File: config.mk
export PLATFORM = sky130hd
export DESIGN_NAME = button_autorepeat_with_stick_directions
export DESIGN_NICKNAME = d
export VERILOG_FILES = /design/src/rtl/core/btnar_pkg.sv /design/src/rtl/core/btnar_queue.sv /design/src/rtl/core/btnar_front.sv /design/src/rtl/core/btnar_back.sv /design/src/rtl/core/button_autorepeat_with_stick_directions.sv
export SDC_FILE = /design/constraint.sdc
export NUM_CORES = 2
export LEC_CHECK = 0
export BUFFER_PORTS_ARGS = -buffer_cell sky130_fd_sc_hd__clkbuf_2
export CAP_MARGIN = 20
export CORE_ASPECT_RATIO = 0.9
export CORE_MARGIN = 10
export CORE_UTILIZATION = 51
export DETAILED_ROUTE_END_ITERATION = 8
export GPL_TIMING_DRIVEN = 1
export MAX_ROUTING_LAYER = met4
export PLACE_DENSITY = 0.67
export SETUP_SLACK_MARGIN = 0.05
export SLEW_MARGIN = 20
export SYNTH_ARGS = -nofsm -noshare
export SYNTH_HDL_FRONTEND = slang
export SYNTH_HIERARCHICAL = 1
export SYNTH_SLANG_ARGS = --single-unit
File: constraint.sdc
create_clock -name i_clk -period 9.8 [get_ports i_clk]
set_input_delay 0.49 -clock i_clk [delete_from_list [all_inputs] [get_ports i_clk]]
set_output_delay 0.49 -clock i_clk [all_outputs]
set_load 0.005 [all_outputs]
File: src/rtl/core/btnar_pkg.sv
// Package for the button autorepeat block: shared types, register indexes and constants.
// No dependencies; used by every module under rtl/core but btnar_queue, by scoped names.
`default_nettype none

package btnar_pkg;

    // Field widths
    localparam int PRESS_BITS = 12;
    localparam int STICK_BITS = 8;
    localparam int TIME_BITS  = 64;
    localparam int MS_BITS    = 16;
    localparam int TPMS_BITS  = 20;
    localparam int PROD_BITS  = MS_BITS + TPMS_BITS;
    localparam int VBTN_BITS  = 16;

    // Configuration port
    localparam int CFG_IDX_BITS  = 2;
    localparam int CFG_DATA_BITS = TPMS_BITS;

    localparam logic [CFG_IDX_BITS-1:0] CFG_REPEAT_MODE  = 2'd0;
    localparam logic [CFG_IDX_BITS-1:0] CFG_INITIAL_DLY  = 2'd1;
    localparam logic [CFG_IDX_BITS-1:0] CFG_REPEAT_PER   = 2'd2;
    localparam logic [CFG_IDX_BITS-1:0] CFG_TICKS_PER_MS = 2'd3;

    // Register reset values
    localparam logic                 RST_REPEAT_MODE  = 1'b0;
    localparam logic [MS_BITS-1:0]   RST_INITIAL_DLY  = 16'd400;
    localparam logic [MS_BITS-1:0]   RST_REPEAT_PER   = 16'd50;
    localparam logic [TPMS_BITS-1:0] RST_TICKS_PER_MS = 20'd1000;
    localparam logic [PROD_BITS-1:0] RST_DLY_TICKS    = 36'd400000;
    localparam logic [PROD_BITS-1:0] RST_PER_TICKS    = 36'd50000;

    // Command and mode codes
    localparam logic CMD_POLL    = 1'b0;
    localparam logic CMD_CLEAR   = 1'b1;
    localparam logic MODE_PLAIN  = 1'b0;
    localparam logic MODE_REPEAT = 1'b1;

    // Stick thresholds
    localparam logic [STICK_BITS-1:0] STICK_LOW  = 8'd32;
    localparam logic [STICK_BITS-1:0] STICK_HIGH = 8'd224;

    // Depth of both decoupling queues
    localparam int QUEUE_DEPTH = 2;

    // What the back end must do with an item
    typedef enum logic [1:0] {
        KIND_NONE,
        KIND_POLL_PLAIN,
        KIND_POLL_REPEAT,
        KIND_CLEAR_REPEAT
    } t_kind;

    typedef struct packed {
        logic up;
        logic down;
        logic left;
        logic right;
    } t_stick_flags;

    // Classified item passed from front to back
    typedef struct packed {
        t_kind                  kind;
        logic [PRESS_BITS-1:0]  pressed;
        t_stick_flags           flags;
        logic [STICK_BITS-1:0]  stick_x;
        logic [STICK_BITS-1:0]  stick_y;
        logic [TIME_BITS-1:0]   now;
        logic [TIME_BITS-1:0]   sum_delay;
        logic [TIME_BITS-1:0]   sum_period;
    } t_entry;

    typedef struct packed {
        logic [VBTN_BITS-1:0]  button_bits;
        logic [STICK_BITS-1:0] stick_x;
        logic [STICK_BITS-1:0] stick_y;
    } t_result;

endpackage

`default_nettype wire

File: src/rtl/core/btnar_queue.sv
// Small flop-based FIFO used to decouple the pipeline sections.
// Depends on nothing; width and depth are parameters.
`default_nettype none

module btnar_queue #(
    parameter int WIDTH = 32,
    parameter int DEPTH = 2
) (
    input  wire logic             i_clk,
    input  wire logic             i_rst_n,
    input  wire logic             i_push,
    input  wire logic [WIDTH-1:0] i_data,
    output logic                  o_full,
    input  wire logic             i_pop,
    output logic      [WIDTH-1:0] o_data,
    output logic                  o_empty
);

    localparam int PW = (DEPTH > 1) ? $clog2(DEPTH) : 1;
    localparam int CW = $clog2(DEPTH + 1);

    logic [WIDTH-1:0] r_mem [DEPTH];
    logic [PW-1:0]    r_wr_ptr, n_wr_ptr;
    logic [PW-1:0]    r_rd_ptr, n_rd_ptr;
    logic [CW-1:0]    r_count,  n_count;
    logic             do_push, do_pop;

    assign o_full  = (r_count == CW'(DEPTH));
    assign o_empty = (r_count == '0);
    assign o_data  = r_mem[r_rd_ptr];
    assign do_push = i_push && !o_full;
    assign do_pop  = i_pop && !o_empty;

    always_comb begin
        n_wr_ptr = r_wr_ptr;
        n_rd_ptr = r_rd_ptr;
        n_count  = r_count;
        if (do_push) begin
            n_wr_ptr = (r_wr_ptr == PW'(DEPTH - 1)) ? '0 : r_wr_ptr + 1'b1;
        end
        if (do_pop) begin
            n_rd_ptr = (r_rd_ptr == PW'(DEPTH - 1)) ? '0 : r_rd_ptr + 1'b1;
        end
        if (do_push && !do_pop) begin
            n_count = r_count + 1'b1;
        end else if (do_pop && !do_push) begin
            n_count = r_count - 1'b1;
        end
    end

    always_ff @(posedge i_clk) begin
        if (!i_rst_n) begin
            r_wr_ptr <= '0;
            r_rd_ptr <= '0;
            r_count  <= '0;
        end else begin
            r_wr_ptr <= n_wr_ptr;
            r_rd_ptr <= n_rd_ptr;
            r_count  <= n_count;
        end
    end

    always_ff @(posedge i_clk) begin
        if (do_push) begin
            r_mem[r_wr_ptr] <= i_data;
        end
    end

endmodule

`default_nettype wire

File: src/rtl/core/btnar_front.sv
// Front end: config registers, input stage, item classification and deadline sums.
// Depends on btnar_pkg.
`default_nettype none

module btnar_front (
    input  wire logic                                  i_clk,
    input  wire logic                                  i_rst_n,
    // config
    input  wire logic                                  i_cfg_we,
    input  wire logic [btnar_pkg::CFG_IDX_BITS-1:0]    i_cfg_index,
    input  wire logic [btnar_pkg::CFG_DATA_BITS-1:0]   i_cfg_data,
    // sample input
    input  wire logic                                  i_push,
    output logic                                       o_full,
    input  wire logic                                  i_command,
    input  wire logic [btnar_pkg::PRESS_BITS-1:0]      i_pressed,
    input  wire logic [btnar_pkg::STICK_BITS-1:0]      i_stick_x,
    input  wire logic [btnar_pkg::STICK_BITS-1:0]      i_stick_y,
    input  wire logic [btnar_pkg::TIME_BITS-1:0]       i_now,
    // towards the command queue
    output logic                                       o_q_push,
    output btnar_pkg::t_entry                          o_q_entry,
    input  wire logic                                  i_q_full
);

    // config registers and precomputed tick products
    logic                                r_repeat_mode, n_repeat_mode;
    logic [btnar_pkg::MS_BITS-1:0]       r_delay_ms,    n_delay_ms;
    logic [btnar_pkg::MS_BITS-1:0]       r_period_ms,   n_period_ms;
    logic [btnar_pkg::TPMS_BITS-1:0]     r_ticks,       n_ticks;
    logic [btnar_pkg::PROD_BITS-1:0]     r_dly_ticks,   n_dly_ticks;
    logic [btnar_pkg::PROD_BITS-1:0]     r_per_ticks,   n_per_ticks;

    // input stage
    logic                                r_stg_valid,   n_stg_valid;
    btnar_pkg::t_kind                    r_kind;
    logic [btnar_pkg::PRESS_BITS-1:0]    r_pressed;
    logic [btnar_pkg::STICK_BITS-1:0]    r_stick_x;
    logic [btnar_pkg::STICK_BITS-1:0]    r_stick_y;
    logic [btnar_pkg::TIME_BITS-1:0]     r_now;

    btnar_pkg::t_kind                    in_kind;
    logic                                accept, stg_adv;

    // Products follow the write data directly, so they are current from the write edge.
    always_comb begin
        n_repeat_mode = r_repeat_mode;
        n_delay_ms    = r_delay_ms;
        n_period_ms   = r_period_ms;
        n_ticks       = r_ticks;
        if (i_cfg_we) begin
            case (i_cfg_index)
                btnar_pkg::CFG_REPEAT_MODE:  n_repeat_mode = i_cfg_data[0];
                btnar_pkg::CFG_INITIAL_DLY:  n_delay_ms    = i_cfg_data[btnar_pkg::MS_BITS-1:0];
                btnar_pkg::CFG_REPEAT_PER:   n_period_ms   = i_cfg_data[btnar_pkg::MS_BITS-1:0];
                btnar_pkg::CFG_TICKS_PER_MS: n_ticks       = i_cfg_data;
                default: ;
            endcase
        end
        n_dly_ticks = btnar_pkg::PROD_BITS'(n_delay_ms) * btnar_pkg::PROD_BITS'(n_ticks);
        n_per_ticks = btnar_pkg::PROD_BITS'(n_period_ms) * btnar_pkg::PROD_BITS'(n_ticks);
    end

    always_ff @(posedge i_clk) begin
        if (!i_rst_n) begin
            r_repeat_mode <= btnar_pkg::RST_REPEAT_MODE;
            r_delay_ms    <= btnar_pkg::RST_INITIAL_DLY;
            r_period_ms   <= btnar_pkg::RST_REPEAT_PER;
            r_ticks       <= btnar_pkg::RST_TICKS_PER_MS;
            r_dly_ticks   <= btnar_pkg::RST_DLY_TICKS;
            r_per_ticks   <= btnar_pkg::RST_PER_TICKS;
        end else begin
            r_repeat_mode <= n_repeat_mode;
            r_delay_ms    <= n_delay_ms;
            r_period_ms   <= n_period_ms;
            r_ticks       <= n_ticks;
            r_dly_ticks   <= n_dly_ticks;
            r_per_ticks   <= n_per_ticks;
        end
    end

    // classification: a clear in plain mode has no effect at all
    always_comb begin
        case ({i_command, r_repeat_mode})
            {btnar_pkg::CMD_POLL,  btnar_pkg::MODE_PLAIN}:  in_kind = btnar_pkg::KIND_POLL_PLAIN;
            {btnar_pkg::CMD_POLL,  btnar_pkg::MODE_REPEAT}: in_kind = btnar_pkg::KIND_POLL_REPEAT;
            {btnar_pkg::CMD_CLEAR, btnar_pkg::MODE_REPEAT}: in_kind = btnar_pkg::KIND_CLEAR_REPEAT;
            default:                                        in_kind = btnar_pkg::KIND_NONE;
        endcase
    end

    assign stg_adv = r_stg_valid && !i_q_full;
    assign o_full  = r_stg_valid && i_q_full;
    assign accept  = i_push && !o_full;

    always_comb begin
        n_stg_valid = r_stg_valid;
        if (accept) begin
            n_stg_valid = 1'b1;
        end else if (stg_adv) begin
            n_stg_valid = 1'b0;
        end
    end

    always_ff @(posedge i_clk) begin
        if (!i_rst_n) begin
            r_stg_valid <= 1'b0;
            r_kind      <= btnar_pkg::KIND_NONE;
        end else begin
            r_stg_valid <= n_stg_valid;
            if (accept) begin
                r_kind <= in_kind;
            end
        end
    end

    always_ff @(posedge i_clk) begin
        if (accept) begin
            r_pressed <= i_pressed;
            r_stick_x <= i_stick_x;
            r_stick_y <= i_stick_y;
            r_now     <= i_now;
        end
    end

    // from the input stage registers: stick flags and the two candidate deadlines (wrap at 64 bits)
    always_comb begin
        o_q_entry.kind       = r_kind;
        o_q_entry.pressed    = r_pressed;
        o_q_entry.flags.up   = (r_stick_y < btnar_pkg::STICK_LOW);
        o_q_entry.flags.down = (r_stick_y >= btnar_pkg::STICK_HIGH);
        o_q_entry.flags.left = (r_stick_x < btnar_pkg::STICK_LOW);
        o_q_entry.flags.right = (r_stick_x >= btnar_pkg::STICK_HIGH);
        o_q_entry.stick_x    = r_stick_x;
        o_q_entry.stick_y    = r_stick_y;
        o_q_entry.now        = r_now;
        o_q_entry.sum_delay  = r_now + btnar_pkg::TIME_BITS'(r_dly_ticks);
        o_q_entry.sum_period = r_now + btnar_pkg::TIME_BITS'(r_per_ticks);
    end

    assign o_q_push = stg_adv && (r_kind != btnar_pkg::KIND_NONE);

endmodule

`default_nettype wire

File: src/rtl/core/btnar_back.sv
// Back end: per-button fire-time registers, fire decisions and result assembly.
// Depends on btnar_pkg.
`default_nettype none

module btnar_back #(
    parameter int NUM_BUTTONS = 12
) (
    input  wire logic                i_clk,
    input  wire logic                i_rst_n,
    // from the command queue
    input  wire logic                i_q_valid,
    input  wire btnar_pkg::t_entry   i_q_entry,
    output logic                     o_q_pop,
    // towards the result queue
    output logic                     o_res_push,
    output btnar_pkg::t_result       o_res,
    input  wire logic                i_res_full
);

    // buttons past the pressed field never fire, so they need no timer
    localparam int NB = (NUM_BUTTONS < btnar_pkg::PRESS_BITS) ? NUM_BUTTONS
                                                              : btnar_pkg::PRESS_BITS;

    logic [btnar_pkg::TIME_BITS-1:0]  r_timer [NB];
    logic [btnar_pkg::TIME_BITS-1:0]  n_timer [NB];
    logic [NB-1:0]                    t_zero;
    logic [NB-1:0]                    due;
    logic [btnar_pkg::PRESS_BITS-1:0] fire;
    logic                             take;
    logic                             is_clear;

    assign is_clear = (i_q_entry.kind == btnar_pkg::KIND_CLEAR_REPEAT);
    assign take     = i_q_valid && (is_clear || !i_res_full);
    assign o_q_pop  = take;

    for (genvar g = 0; g < NB; g++) begin : g_cmp
        assign t_zero[g] = (r_timer[g] == '0);
        assign due[g]    = t_zero[g] || (i_q_entry.now >= r_timer[g]);
    end

    always_comb begin
        fire = '0;
        for (int i = 0; i < NB; i++) begin
            n_timer[i] = r_timer[i];
            case (i_q_entry.kind)
                btnar_pkg::KIND_POLL_PLAIN: begin
                    fire[i] = i_q_entry.pressed[i];
                end
                btnar_pkg::KIND_POLL_REPEAT: begin
                    if (!i_q_entry.pressed[i]) begin
                        n_timer[i] = '0;
                    end else if (due[i]) begin
                        fire[i]    = 1'b1;
                        n_timer[i] = t_zero[i] ? i_q_entry.sum_delay : i_q_entry.sum_period;
                    end
                end
                btnar_pkg::KIND_CLEAR_REPEAT: begin
                    n_timer[i] = i_q_entry.pressed[i] ? i_q_entry.sum_delay : '0;
                end
                default: ;
            endcase
        end
    end

    always_ff @(posedge i_clk) begin
        if (!i_rst_n) begin
            for (int i = 0; i < NB; i++) begin
                r_timer[i] <= '0;
            end
        end else if (take) begin
            for (int i = 0; i < NB; i++) begin
                r_timer[i] <= n_timer[i];
            end
        end
    end

    assign o_res_push = take && !is_clear;

    always_comb begin
        o_res.button_bits = {i_q_entry.flags.right, i_q_entry.flags.left,
                             i_q_entry.flags.down,  i_q_entry.flags.up, fire};
        o_res.stick_x     = i_q_entry.stick_x;
        o_res.stick_y     = i_q_entry.stick_y;
    end

endmodule

`default_nettype wire

File: src/rtl/core/button_autorepeat_with_stick_directions.sv
// Top level of the gamepad button autorepeat block with stick direction flags.
// Depends on btnar_pkg, btnar_front, btnar_queue and btnar_back.
//
//  Channel   | Direction | Handshake              | Payload
//  ----------+-----------+------------------------+-------------------------------------------
//  sample    | in        | push / full            | i_command, i_pressed, i_stick_x/y, i_now
//  result    | out       | empty / pop            | o_button_bits, o_stick_x_out/y_out
//  config    | in        | i_cfg_we (no wait)     | i_cfg_index, i_cfg_data
//
// One item per cycle sustained while the result side keeps popping. A poll item passes
// the input stage, the command queue and the result queue to the result ports. A clear
// item updates the timers when the back end pops it and gives no result.
// Synchronous active-low reset empties both queues, zeroes all fire-time registers
// and loads the register defaults (plain mode, 400 ms, 50 ms, 1000 ticks/ms).
// A stalled result side fills both queues and the input stage, then raises full.
`default_nettype none

module button_autorepeat_with_stick_directions #(
    parameter int NUM_BUTTONS = 12
) (
    input  wire logic                                 i_clk,
    input  wire logic                                 i_rst_n,
    // configuration write port
    input  wire logic                                 i_cfg_we,
    input  wire logic [btnar_pkg::CFG_IDX_BITS-1:0]   i_cfg_index,
    input  wire logic [btnar_pkg::CFG_DATA_BITS-1:0]  i_cfg_data,
    // sample items
    input  wire logic                                 push,
    output logic                                      full,
    input  wire logic                                 i_command,
    input  wire logic [btnar_pkg::PRESS_BITS-1:0]     i_pressed,
    input  wire logic [btnar_pkg::STICK_BITS-1:0]     i_stick_x,
    input  wire logic [btnar_pkg::STICK_BITS-1:0]     i_stick_y,
    input  wire logic [btnar_pkg::TIME_BITS-1:0]      i_now,
    // result items
    output logic                                      empty,
    input  wire logic                                 pop,
    output logic      [btnar_pkg::VBTN_BITS-1:0]      o_button_bits,
    output logic      [btnar_pkg::STICK_BITS-1:0]     o_stick_x_out,
    output logic      [btnar_pkg::STICK_BITS-1:0]     o_stick_y_out
);

    localparam int ENTRY_W = $bits(btnar_pkg::t_entry);
    localparam int RES_W   = $bits(btnar_pkg::t_result);

    // front -> command queue
    logic                   cq_push, cq_full, cq_empty, cq_pop;
    btnar_pkg::t_entry      front_entry;
    logic [ENTRY_W-1:0]     cq_data;
    btnar_pkg::t_entry      back_entry;

    // back -> result queue
    logic                   rq_push, rq_full;
    btnar_pkg::t_result     back_res;
    logic [RES_W-1:0]       rq_data;
    btnar_pkg::t_result     out_res;

    // Front: holds config, registers the sample, classifies it and forms deadlines.
    btnar_front u_front (
        .i_clk       (i_clk),
        .i_rst_n     (i_rst_n),
        .i_cfg_we    (i_cfg_we),
        .i_cfg_index (i_cfg_index),
        .i_cfg_data  (i_cfg_data),
        .i_push      (push),
        .o_full      (full),
        .i_command   (i_command),
        .i_pressed   (i_pressed),
        .i_stick_x   (i_stick_x),
        .i_stick_y   (i_stick_y),
        .i_now       (i_now),
        .o_q_push    (cq_push),
        .o_q_entry   (front_entry),
        .i_q_full    (cq_full)
    );

    // Command queue: lets the front keep taking samples while the back waits.
    btnar_queue #(
        .WIDTH (ENTRY_W),
        .DEPTH (btnar_pkg::QUEUE_DEPTH)
    ) u_cmd_q (
        .i_clk   (i_clk),
        .i_rst_n (i_rst_n),
        .i_push  (cq_push),
        .i_data  (front_entry),
        .o_full  (cq_full),
        .i_pop   (cq_pop),
        .o_data  (cq_data),
        .o_empty (cq_empty)
    );

    assign back_entry = btnar_pkg::t_entry'(cq_data);

    // Back: per-button fire-time state and the fire decisions.
    btnar_back #(
        .NUM_BUTTONS (NUM_BUTTONS)
    ) u_back (
        .i_clk      (i_clk),
        .i_rst_n    (i_rst_n),
        .i_q_valid  (!cq_empty),
        .i_q_entry  (back_entry),
        .o_q_pop    (cq_pop),
        .o_res_push (rq_push),
        .o_res      (back_res),
        .i_res_full (rq_full)
    );

    // Result queue: output register stage, the consumer may stall freely.
    btnar_queue #(
        .WIDTH (RES_W),
        .DEPTH (btnar_pkg::QUEUE_DEPTH)
    ) u_res_q (
        .i_clk   (i_clk),
        .i_rst_n (i_rst_n),
        .i_push  (rq_push),
        .i_data  (back_res),
        .o_full  (rq_full),
        .i_pop   (pop),
        .o_data  (rq_data),
        .o_empty (empty)
    );

    assign out_res       = btnar_pkg::t_result'(rq_data);
    assign o_button_bits = out_res.button_bits;
    assign o_stick_x_out = out_res.stick_x;
    assign o_stick_y_out = out_res.stick_y;

endmodule

`default_nettype wire

; Word-level counts from Yosys, hierarchy flattened
; Memories as Yosys holds them, arrays and structs flattened. A register that Yosys moved wholly into a read port is not among the register bits.
; Index checks and enable logic that the tools add are counted.
[word_totals]
register_bits = 228
mem_bits_rw = 1284
inputBits = 120
out_inout_bits = 34
word_cells = 266
mem_count = 3
[mem_list]
columns = name, depth, width, rd, rd_clocked_by_memory_dff, wr, line
row1 = u_back.r_timer, 12, 64, 12, 0, 12, btnar_back.sv:24  ; logic [btnar_pkg::TIME_BITS-1:0] r_timer [NB];
row2 = u_cmd_q.r_mem, 2, 226, 1, 1, 1, btnar_queue.sv:22  ; logic [WIDTH-1:0] r_mem [DEPTH];
row3 = u_res_q.r_mem, 2, 32, 1, 1, 1, btnar_queue.sv:22
[classes]
addsub = 10
mul = 2
n_lt_le_gt_ge = 16
n_eq_ne = 10
n_mux = 137
bitwise_logic = 12
reduce_logical = 58
[ops]
columns = op, n
row1 = 64-bit 2-to-1 mux, 60
row2 = 64-bit case mux with 2 select lines, 12
row3 = 64-bit greater-or-equal comparator, 12
row4 = 64-bit zero test, 12
row5 = 64-bit by 36-bit adder with 64-bit output, 2
row6 = 16-bit by 20-bit multiplier with 36-bit output, 2
row7 = 16-bit 2-to-1 mux, 4
row8 = 1-bit 2-to-1 mux, 42
row9 = 20-bit 2-to-1 mux, 2
row10 = 1-bit case mux with 2 select lines, 12
row11 = "8-bit greater-or-equal comparator, second input constant", 2
row12 = "8-bit by 6-bit less-than comparator with 1-bit output, second input constant", 2
row13 = "2-bit equality test, second input constant", 7
row14 = 1-bit logical AND, 14
row15 = 1-bit logical OR, 13
row16 = 1-bit bitwise OR, 12
row17 = 1-bit zero test, 10
row18 = 2-bit zero test, 4
row19 = 2-bit 2-to-1 mux, 4
row20 = 2-bit nonzero test, 4
row21 = "2-bit by 1-bit equality test with 1-bit output, second input constant", 3
row22 = 2-bit case mux with 3 select lines, 1
row23 = "1-bit adder, second input constant", 4
row24 = "2-bit by 1-bit adder with 2-bit output, second input constant", 2
row25 = 2 further kinds, 3

; Depth between registers and ports, before layout
[depth]
ltp_word = 10
mapped_depth = 29
depth_no_buf = 26

; By module
; The synthesis kept the hierarchy.
[by_module_without_submodules]
columns = module, n_inst, cells_each, area_per_inst_um2, seq_area_each_um2
row1 = btnar_back, 1, 5616, 55864.8, 23062.1
row2 = btnar_front, 1, 3564, 32129.6, 5325.1
row3 = btnar_queue at u_cmd_q, 1, 728, 17108.9, 13673.1
row4 = btnar_queue at u_res_q, 1, 125, 2536.2, 2021.9
row5 = button_autorepeat_with_stick_directions, 1, 1, 3.8, 0.0

; Worst setup path before layout
; Ideal clock, no wire load.
[synth_timing]
kind = register -> register
startpoint = register u_cmd_q.r_count[0]
endpoint = register u_cmd_q.r_wr_ptr
setup_ns = 0.098
t_arrival_ns = 10.236
required_ns = 9.702
setup_slack_ns = -0.534
stages_incl_launch_ff = 7
path_buffers = 0
synth_period_minus_slack_ns = 10.334
cell_sequence = dfxtp_1 -> nand2b_1 -> inv_1 -> nor3b_1 -> inv_1 -> nor3_2 -> o21a_1
[synth_via]
elab_chain_len = 5
[synth_rtl]
columns = element, line
row1 = "start, declared", btnar_queue.sv:25  ; logic [CW-1:0] r_count, n_count;
row2 = "start signal, assigned", btnar_queue.sv:59  ; r_count <= n_count;
row3 = 2-bit equality test, btnar_queue.sv:28  ; assign o_full = (r_count == CW'(DEPTH));
row4 = net cq_full, button_autorepeat_with_stick_directions.sv:47  ; logic cq_push, cq_full, cq_empty, cq_pop;
row5 = 1-bit zero test, btnar_front.sv:92  ; assign stg_adv = r_stg_valid && !i_q_full;
row6 = 1-bit logical AND, btnar_front.sv:92
row7 = 1-bit logical AND, btnar_front.sv:141  ; assign o_q_push = stg_adv && (r_kind != btnar_pkg::KIND_NONE);
row8 = net cq_push, button_autorepeat_with_stick_directions.sv:47
row9 = 1-bit logical AND, btnar_queue.sv:31  ; assign do_push = i_push && !o_full;
row10 = "end signal, assigned", btnar_queue.sv:57  ; r_wr_ptr <= n_wr_ptr;
row11 = "end, declared", btnar_queue.sv:23  ; logic [PW-1:0] r_wr_ptr, n_wr_ptr;
; The timed path passes the listed nets, and every way through them passes these cells.
; A chain may end at the register's enable or synchronous reset.

; Worst setup path after layout
[layout_timing]
startpoint = input i_cfg_index[1] in the netlist's numbering
endpoint = register u_front/r_dly_ticks[34] in the netlist's numbering
[layout_via]
elab_chain_len = 4
elab_cells_between_ends = 7
classes_between = mul: 1 / eq/ne: 2 / mux: 4
[layout_rtl]
columns = element, line
row1 = "start, declared", button_autorepeat_with_stick_directions.sv:25  ; input wire logic [btnar_pkg::CFG_IDX_BITS-1:0] i_cfg_index,
row2 = 2-bit by 1-bit equality test with 1-bit output / 2-bit equality test (equally long branches), btnar_front.sv:52  ; case (i_cfg_index)
row3 = 16-bit 2-to-1 mux / 20-bit 2-to-1 mux (equally long branches), btnar_front.sv:52
row4 = 16-bit 2-to-1 mux / 20-bit 2-to-1 mux (equally long branches), btnar_front.sv:51  ; if (i_cfg_we) begin
row5 = 16-bit by 20-bit multiplier with 36-bit output (*), btnar_front.sv:60  ; n_dly_ticks = btnar_pkg::PROD_BITS'(n_delay_ms) * btnar_pkg::PROD_BITS'(n_ticks);
row6 = "end signal, assigned", btnar_front.sv:70  ; r_dly_ticks <= btnar_pkg::RST_DLY_TICKS;
row7 = "end signal, assigned", btnar_front.sv:77  ; r_dly_ticks <= n_dly_ticks;
row8 = "end, declared", btnar_front.sv:31  ; logic [btnar_pkg::PROD_BITS-1:0] r_dly_ticks, n_dly_ticks;
; Every way passes the cells marked *; elsewhere a longest branch is shown, timed or not.

==> impl_metrics.env <==
export IMPL_worstSetupPathType="in -> reg"
export IMPL_clockRootBuffer="sky130_fd_sc_hd__clkbuf_16"
export IMPL_reg_to_reg_endpoint="u_front/r_dly_ticks[34]$_SDFF_PN0_"
export IMPL_power_total_mw=20.29
export IMPL_slew_margin_rel_pct=6.756
export IMPL_switching_power_mw=6.995
export IMPL_p_r_area_growth_vs_syn_pct=9.698
export IMPL_finalNetCount=11820
export IMPL_via_density_per_instance=6.244
export IMPL_timing_hold_worst_class="in -> reg"
export IMPL_period_minus_slack_ns=7.637
export IMPL_postSynthAreaPerCell_um2=10.73
export IMPL_detailedRoute_firstIterationViolations=11230
export IMPL_skew_ns=0.04006
export IMPL_worstHoldStart="pop"
export IMPL_critical_path_max_fanout=29
export IMPL_final_slew_violations=0
export IMPL_wire_length_of_the_first_global_routing_pass_um=575600
export IMPL_setup_violations=0
export IMPL_cp_slowest_cell="sky130_fd_sc_hd__nand3_2"
export IMPL_timing_final_hold_violations=0
export IMPL_worst_slew_pin_transition_ns=1.386
export IMPL_synth_compound_area_share_pct=6.269
export IMPL_tritoncts_clock_tree="built"
export IMPL_cp_top_family="adder cells"
export IMPL_syn_inst=10030
export IMPL_critical_path_top_cell_by_count="sky130_fd_sc_hd__fa_1"
export IMPL_yosys_area_top_type="sky130_fd_sc_hd__edfxtp_1"
export IMPL_synth_xor_xnor_area_share_pct=1.489
export IMPL_via_count_of_the_first_global_routing_pass=79960
export IMPL_synth_top_cells_by_count="sky130_fd_sc_hd__edfxtp_1 (1,376), sky130_fd_sc_hd__inv_1 (1,356), sky130_fd_sc_hd__nor2_1 (1,231), sky130_fd_sc_hd__ha_1 (1,064), sky130_fd_sc_hd__mux2i_1 (816)"
export IMPL_synth_cell_area_um2=107600
export IMPL_globalplace_congestion=1.012
export IMPL_groute_layer_met1_usage_pct=45.58
export IMPL_ys_seq_elements=1514
export IMPL_worst_case_clock_buffer_depth=3
export IMPL_syn_num_nets=11720
export IMPL_r2r_slack_ns=2.62
export IMPL_share_clk_of_total_power_pct=31.4
export IMPL_global_route_usage_total_pct=35.21
export IMPL_worst_path_largest_cell_delay_ns=0.67
export IMPL_numCtsBuffers=167
export IMPL_p_leak_nw=53.70
export IMPL_ys_types=93
export IMPL_use_met3_pct=9.583
export IMPL_drt_pass1_iterations=9
export IMPL_timing_critical_path_to_type="register"
export IMPL_synth_mux_area_share_pct=11.29
export IMPL_drc=0
export IMPL_core_region_area_um2=209300
export IMPL_ys_top_cells_by_area="sky130_fd_sc_hd__edfxtp_1 (38%), sky130_fd_sc_hd__ha_1 (12%), sky130_fd_sc_hd__fa_1 (9.3%)"
export IMPL_power_sequential_fraction_pct=38.6
export IMPL_yosys_cell_count_top_type="sky130_fd_sc_hd__edfxtp_1"
export IMPL_final_period_utilization_pct=77.93
export IMPL_routedWlPerCell_um=31.06
export IMPL_max_cap_violations=0
export IMPL_regToRegStartpoint="u_front/r_ticks[10]$_SDFF_PN0_"
export IMPL_yosys_area_top_type_share_pct=38.39
export IMPL_ys_flop_type="sky130_fd_sc_hd__edfxtp_1"
export IMPL_grt_setup_unrepaired="no"
export IMPL_io_pins=154
export IMPL_synth_fa_ha_area_share_pct=21.70
export IMPL_numPortBuffers=153
export IMPL_worst_setup_path_start_kind="input pin"
export IMPL_dp_hpwl_um=296600
export IMPL_drtAntennaViolNets=0
export IMPL_tritoncts_num_sinks=1514
export IMPL_grt_remaining_overflow=0
export IMPL_clock_tree_htree_level_count=4
export IMPL_vias=81790
export IMPL_hold_path_depth=4
export IMPL_synth_async_reset_ratio_pct=0
export IMPL_internal_power_mw=13.29
export IMPL_yosys_area_share_simple_pct=11.62
export IMPL_drive_above_1_share_pct=9.412
export IMPL_ff2ff_path_depth=22
export IMPL_switching_fraction_pct=34.48
export IMPL_power_frac_comb_pct=30.0
export IMPL_clk_insertion_delay_late_ns=0.87
export IMPL_run_status="finished, final reports clean"
export IMPL_die_area_um2=229900
export IMPL_maximum_clock_frequency_mhz=130.9
export IMPL_synth_enable_flop_cells=1376
export IMPL_highest_utilization_routing_layer_at_the_global_route_stage="met2"
export IMPL_buffers_plus_inverters_on_the_worst_setup_path=7
export IMPL_ir_drop_mv=0.1770
export IMPL_cts_setup_buffers=0
export IMPL_grt_antenna_before_repair=19
export IMPL_synth_yosys_seq_area_share_pct=40.95
export IMPL_initial_utilization_pct=51.43
export IMPL_chipWidth_um=504.3
export IMPL_utilization_pct=56.42
export IMPL_pin_count_of_the_biggest_net_entering_global_routing=123
export IMPL_wl_um=406900
export IMPL_combinational_family_with_the_most_area_after_synthesis="adder cells"
export IMPL_crit_arrival_ns=8.37
export IMPL_floorplan_rows=159
export IMPL_globalRouteMet2Util_pct=50.71
export IMPL_worst_setup_hold_path_clk_slew_ns=0.06
export IMPL_dieHeight_um=455.8
export IMPL_final_setup_tns_ns=0
export IMPL_yosysWarnings=6
export IMPL_critical_path_required_ns=10.53
export IMPL_power_per_cell_area_nw_per_um2=171.8
[power by group through the flow]
stage,registers (mW),logic (mW),clock network [mW]
finish,7.83,6.09,6.37
global route,7.84,6.70,6.67
CTS,7.81,5.99,6.40
detailed placement,7.95,5.93,0
global placement,7.94,5.81,0
floorplan,7.80,4.06,0
[worst max path at each step]
stage                        start                            endpoint  slack, ns  cells past startpoint
finish              i_cfg_index[1]  u_front/r_dly_ticks[34]$_SDFF_PN0_       2.16                     27
detailed placement  i_cfg_index[1]  u_front/r_dly_ticks[34]$_SDFF_PN0_       1.42                     27
global route        i_cfg_index[1]  u_front/r_dly_ticks[34]$_SDFF_PN0_       1.85                     27
global placement    i_cfg_index[1]  u_front/r_dly_ticks[34]$_SDFF_PN0_       1.49                     27
CTS                 i_cfg_index[1]  u_front/r_dly_ticks[34]$_SDFF_PN0_       2.32                     27
floorplan           i_cfg_index[0]  u_front/r_per_ticks[35]$_SDFF_PN0_       2.30                     27
[worst reg2reg max path: stages (launching register included)]
cell and delay [ns]:
sky130_fd_sc_hd__dfxtp_1 0.36, sky130_fd_sc_hd__mux2_2 0.64, sky130_fd_sc_hd__nand2_1 0.18, sky130_fd_sc_hd__fa_1 0.54
sky130_fd_sc_hd__fa_1 0.58, sky130_fd_sc_hd__fa_1 0.45, sky130_fd_sc_hd__fa_1 0.55, sky130_fd_sc_hd__inv_1 0.05
sky130_fd_sc_hd__fa_1 0.47, sky130_fd_sc_hd__inv_1 0.05, sky130_fd_sc_hd__fa_1 0.47, sky130_fd_sc_hd__inv_1 0.04
sky130_fd_sc_hd__ha_1 0.33, sky130_fd_sc_hd__a21o_1 0.21, sky130_fd_sc_hd__a21o_1 0.19, sky130_fd_sc_hd__a21oi_1 0.18
sky130_fd_sc_hd__o211ai_1 0.22, sky130_fd_sc_hd__a41oi_1 0.59, sky130_fd_sc_hd__o211ai_1 0.26, sky130_fd_sc_hd__a21oi_1 0.27
sky130_fd_sc_hd__o21ai_0 0.14, sky130_fd_sc_hd__xor2_1 0.15, sky130_fd_sc_hd__and2_1 0.16
[metrics by stage]
step	hold WS [ns]	setup slack [ns]	cells	cell area [µm²]
6_report	0.1527	2.163	13100	118100
3_5_place_dp	0.4290	1.423	12690	111600
4_1_cts	0.1027	2.319	13080	118000
5_1_grt	0.1643	1.853	13090	118100
3_3_place_gp	0.4232	1.486	12690	111600
2_1_floorplan	0.4215	2.304	10030	107600
[flip-flops by register name, summed over array words and instances, names as in the netlist, 20 cells and up, named ones only]
| signal | cells |
|---|---|
| u_back/r_timer | 768 |
| u_cmd_q/r_mem | 452 |
| u_front/r_dly_ticks | 36 |
| u_front/r_now | 64 |
| u_front/r_per_ticks | 36 |
| u_front/r_ticks | 20 |
| u_res_q/r_mem | 64 |
[cell usage in the layout (no fill, tap or decap), types with 148 or more instances in the layout]
cell type,count
sky130_fd_sc_hd__nand4_1,213
sky130_fd_sc_hd__nand2_1,627
sky130_fd_sc_hd__nor2_1,1219
sky130_fd_sc_hd__clkbuf_2,152
sky130_fd_sc_hd__clkbuf_16,168
sky130_fd_sc_hd__ha_1,1064
sky130_fd_sc_hd__mux2_2,162
sky130_fd_sc_hd__mux2i_1,799
sky130_fd_sc_hd__edfxtp_1,1376
sky130_fd_sc_hd__o21ai_0,165
sky130_fd_sc_hd__buf_4,148
sky130_fd_sc_hd__a21oi_1,420
sky130_fd_sc_hd__inv_1,1355
sky130_fd_sc_hd__fa_1,502
sky130_fd_sc_hd__nor4_1,217
[cell families (layout without fill, tap and decap cells)]
| family | after synthesis | after routing |
|---|---|---|
| adder cells (fa/ha/maj) | 1566 | 1566 |
| XOR/XNOR | 183 | 183 |
| AO/OA/AOI/OAI | 1059 | 1059 |
| other | 0 | 19 |
| buffers and inverters | 1827 | 2057 |
| AND/OR/NAND/NOR | 2762 | 2762 |
| flip-flops | 1514 | 1514 |
| multiplexers | 1123 | 1123 |
[layout make-up]
cell class	count	area, µm²
Inverter	1357	5096
Sequential cell	1514	44090
Timing Repair Buffer	402	2950
Fill cell	17850	91200
Clock buffer	201	4358
Multi-Input combinational cell	6693	56970
Clock inverter	97	1050
Antenna cell	19	47.55
Tap cell	2817	3525
[metal layers]
metal	part of all wire (%)	vias up
met5	0	-
met4	6.3	0
met3	12	1068
met2	42	5195
met1	39	40500
li1	-	35030
[repair_timing]
action                    CTS  global route
hold buffers               95             0
resized for setup           0             0
hold endpoints to repair   95             0
(Power assumes the default switching activity.)
